## src/gsuf_pkg.sv

```systemverilog
package gsuf_pkg;

    localparam int VERTS        = 4096;
    localparam int LABEL_W      = 12;
    localparam int RANK_W       = 4;
    localparam int SIZE_W       = 13;
    localparam int THR_W        = 25;
    localparam int C_W          = 24;
    localparam int WEIGHT_W     = 16;
    localparam int CFG_IDX_W    = 2;
    localparam int DIV_CNT_W    = 5;

    localparam logic [C_W-1:0]       C_RESET     = 24'd76800;
    localparam logic [SIZE_W-1:0]    COUNT_RESET = 13'd4096;

    localparam logic [CFG_IDX_W-1:0] REG_THRESHOLD = 2'd0;
    localparam logic [CFG_IDX_W-1:0] REG_VCOUNT    = 2'd1;

    localparam logic [1:0] OP_EDGE  = 2'd0;
    localparam logic [1:0] OP_QUERY = 2'd1;
    localparam logic [1:0] OP_CLEAR = 2'd2;

    localparam logic [1:0] STATUS_OK    = 2'd0;
    localparam logic [1:0] STATUS_ORDER = 2'd1;
    localparam logic [1:0] STATUS_RANGE = 2'd2;

    typedef struct packed {
        logic [LABEL_W-1:0] parent;
        logic [RANK_W-1:0]  rank;
        logic [SIZE_W-1:0]  size;
        logic [THR_W-1:0]   thr;
    } entry_t;

    typedef struct packed {
        logic              start;
        logic [C_W-1:0]    dividend;
        logic [SIZE_W-1:0] divisor;
    } div_req_t;

endpackage

```

## src/gsuf_div.sv

```systemverilog
module gsuf_div
    import gsuf_pkg::*;
(
    input  logic           aclk,
    input  logic           aresetn,
    input  div_req_t       req,
    output logic           done,
    output logic [C_W-1:0] quotient
);

    logic [SIZE_W-1:0]    rem_reg;
    logic [C_W-1:0]       quo_reg;
    logic [SIZE_W-1:0]    dvs_reg;
    logic [DIV_CNT_W-1:0] cnt_reg;
    logic                 busy_reg;
    logic                 done_reg;
    logic [SIZE_W:0]      shifted;
    logic [SIZE_W:0]      diff;

    // one quotient bit per cycle, restoring
    assign shifted = {rem_reg, quo_reg[C_W-1]};
    assign diff    = shifted - {1'b0, dvs_reg};

    always_ff @(posedge aclk) begin
        if (!aresetn) begin
            busy_reg <= 1'b0;
            done_reg <= 1'b0;
            cnt_reg  <= '0;
        end else if (req.start) begin
            busy_reg <= 1'b1;
            done_reg <= 1'b0;
            cnt_reg  <= '0;
            rem_reg  <= '0;
            quo_reg  <= req.dividend;
            dvs_reg  <= (req.divisor == '0) ? SIZE_W'(1) : req.divisor;
        end else if (busy_reg) begin
            if (!diff[SIZE_W]) begin
                rem_reg <= diff[SIZE_W-1:0];
                quo_reg <= {quo_reg[C_W-2:0], 1'b1};
            end else begin
                rem_reg <= shifted[SIZE_W-1:0];
                quo_reg <= {quo_reg[C_W-2:0], 1'b0};
            end
            cnt_reg <= cnt_reg + 1'b1;
            if (cnt_reg == DIV_CNT_W'(C_W - 1)) begin
                busy_reg <= 1'b0;
                done_reg <= 1'b1;
            end
        end
    end

    assign done     = done_reg;
    assign quotient = quo_reg;

endmodule

```

## config.mk

```make
export PLATFORM = sky130hd
export DESIGN_NAME = gsuf_div
export DESIGN_NICKNAME = d
export VERILOG_FILES = /design/src/gsuf_pkg.sv /design/src/gsuf_div.sv
export SDC_FILE = /design/constraint.sdc
export NUM_CORES = 1
export LEC_CHECK = 0
export ABC_AREA = 1
export BUFFER_PORTS_ARGS = -buffer_cell sky130_fd_sc_hd__buf_2
export CORE_UTILIZATION = 25
export DETAILED_ROUTE_END_ITERATION = 6
export GPL_TIMING_DRIVEN = 0
export PLACE_DENSITY = 0.42
export SLEW_MARGIN = 5
export SYNTH_ARGS = -nofsm -noshare
export SYNTH_HDL_FRONTEND = slang
export SYNTH_SLANG_ARGS = --single-unit
```

## constraint.sdc

```tcl
create_clock -name aclk -period 4.1 [get_ports aclk]
set_input_delay 0.615 -clock aclk [delete_from_list [all_inputs] [get_ports aclk]]
set_output_delay 0.615 -clock aclk [all_outputs]
set_load 0.01 [all_outputs]
```

==> flow_summary.json <==
{
  "routed_wl_um": 7630,
  "power_density_nw_per_um2": 475,
  "hold_viol_final": 0,
  "final.setup_skew_ps": 7.40,
  "coreArea_um2": 12700,
  "slew_headroom": 0.528,
  "io-pin-count": 65,
  "synth_ff_type": "edfxtp_1",
  "grt_usage": 0.127,
  "min_from": "cnt_reg[4]",
  "cts_resized": 0,
  "fin_tns_setup_ps": 0,
  "num_rows": 41,
  "yosys-top-cells-area": "edfxtp_1 46%, nand2_1 18%, inv_1 6.4%, ha_1 5.3%, dfxtp_1 4.3%",
  "via_per_inst": 4.12,
  "wire_per_inst_um": 11.5,
  "vias": 2728,
  "fp.dieH_um": 116,
  "setup_viol": 0,
  "holdBufCountCts": 0,
  "hpwlAfterDp_um": 5880,
  "syn-num-nets": 465,
  "min_path_cells": 1,
  "num_antenna_cells": 0,
  "yosysSeqAreaShare": 0.501,
  "clock_latency_ps": 320,
  "grt_pass1_vias": 2734,
  "required_ps": 4180,
  "seqPwrFrac": 0.371,
  "drtPass1Iterations": 4,
  "p_total_uw": 1970,
  "start_util": 0.258,
  "port-buffer-count": 63,
  "outcome": "completed",
  "worstSetupPathType": "reg2reg",
  "ys_warn_count": 0,
  "pwr-share-comb": 0.231,
  "syn_area_um2": 3280,
  "clk_pin_slew_ps": 50,
  "die_w_um": 116,
  "r2r_slack_ps": 1930,
  "drive_gt1_frac": 0.204,
  "dieArea_um2": 13600,
  "clock-sinks": 57,
  "leakagePower_uw": 0.00203,
  "synthArstFlopShare": 0,
  "netlist.area_leader.share": 0.458,
  "synth.largest_area_cell": "edfxtp_1",
  "rsz0062_at_grt": "false",
  "wl_met2_um": 3490,
  "internal-power_uw": 1400,
  "switching_share": 0.292,
  "grt_pass1_wl_um": 13000,
  "switchingPower_uw": 576,
  "drc": 0,
  "max_cap_viol_count": 0,
  "hp-class": "reg2reg",
  "timing.rr.start": "quotient[23]",
  "wl_met3_um": 475,
  "grt_overflow": 0,
  "grt_max_degree": 21,
  "r2r_end": "rem_reg[12]",
  "worst_slew_pin_slew_ps": 701,
  "nets": 540,
  "reg2regPathDepth": 13,
  "fin_ws_ps": 1930,
  "drt_iter0_drc": 103,
  "cts_root_buf": "clkbuf_16",
  "gp_congestion": 0.786,
  "min_period_ps": 2170,
  "top_layer_used": "met4",
  "cts_tree": "built",
  "ys_types": 30,
  "synth.top_cells.by_count": "161 x nand2_1, 56 x inv_1, 50 x edfxtp_1",
  "ys_ff_latch": 57,
  "hold_end": "cnt_reg[4]",
  "finalCritPeriodShare": 0.530,
  "wl_met1_um": 3500,
  "cts_buffer_depth": 2,
  "postCtsSetupBuffers": 0,
  "syn_to_final_growth_pct": 26.8,
  "p_clk_frac": 0.398,
  "critical_path_arrival_ps": 2250,
  "place.detailed.instances": 646,
  "final_cells": 662,
  "numCtsBuffers": 9,
  "postSynthAreaPerCell_um2": 7.99,
  "synthCells": 410,
  "largest_register_ffs": 24,
  "htreeDepth": 3,
  "synth-edff-count": 50,
  "drt.antenna.violating_nets": 0,
  "drv_slew": 0,
  "crit_fanout": 3,
  "endpoint_kind": "register",
  "peakVddDrop_mv": 0.185,
  "yosysMostFrequentCell": "nand2_1",
  "cp-start-kind": "register",
  "place_ws_ps": 1920,
  "antenna_found_initial": 0,
  "max_freq_mhz": 461
}
==> worst max-delay path, stage by stage, from the launching register on <==
cell	delay (ps)
edfxtp_1	400
inv_1	60
ha_1	220
fa_1	410
inv_1	120
nand3_1	80
nand3_1	150
nand3_1	120
nand3_1	90
nand2_1	50
nand2_1	70
nand2_1	50
nand2_1	60
nor2_1	40
==> power by group through the flow <==
stage	Combinational, uW	Sequential [uW]	Clock (uW)
after floorplan	322	747	0
final	456	732	784
after global routing	529	739	833
after CTS	465	733	803
after detailed placement	463	742	0
after global placement	455	745	0
==> layout by cell type, fill, tap and decap left out, types with 2 or more instances in the layout <==
master      netlist  final
clkbuf_16         0      9
a21oi_1          10     10
nor2_1           34     34
nand4_1           4      4
dfxtp_1           7      7
nand3_1          14     14
nor2_2            5      5
nand2_2           6      7
clkbuf_8          0      3
buf_6             2      2
nor4_1            3      3
inv_1            56     56
xnor2_1           3      3
xor2_1            4      4
clkbuf_1         15     15
inv_2             2      2
ha_1             14     14
nor3_1            7      7
clkinvlp_4        0      2
nand2_1         161    160
edfxtp_1         50     50
buf_1             2      2
buf_2             1     64
==> cell families after synthesis <==
family | Yosys count | share of synthesized area
DFF | 57 | 0.501
and+or+nand+nor | 237 | 0.298
adders and majority gates | 15 | 0.0596
AOI/OAI and AO/OA | 16 | 0.0283
buffers and inverters | 78 | 0.0943
xor gates and xnor gates | 7 | 0.0187
==> stage by stage <==
step	util	hold slack, ps	cell area [um^2]
floorplan	-	427	3280
global placement	0.299	442	3810
detailed placement	0.302	445	3840
CTS	0.327	453	4150
global route	0.327	499	4150
finish	0.327	450	4150
==> routing by layer <==
layer	global-route usage	up-vias
met5	0	-
met4	0.0564	0
met3	0.0420	8
met2	0.209	76
met1	0.151	1211
li1	-	1433
==> worst max-delay path by stage <==
stage	start	endpoint	slack (ps)	cells after the start
after floorplan	req[37]	quotient[0]	1910	3
after global placement	req[37]	rem_reg[11]	1240	3
after detailed placement	req[37]	rem_reg[11]	1920	4
after CTS	quotient[23]	rem_reg[12]	1910	13
after global routing	quotient[23]	rem_reg[12]	1710	13
final	quotient[23]	rem_reg[12]	1930	13
==> final cells by class <==
cell class              count  area, um^2
fillers                  1424        8570
flip-flops and latches     57        1640
multi-input cells         275        1330
repair buffers             64         343
clock buffers              12         267
inverters                  58         218
well taps                 172         215
plain buffers              20        91.3
clock inverters             4        50.0
(Power assumes the default switching activity.)
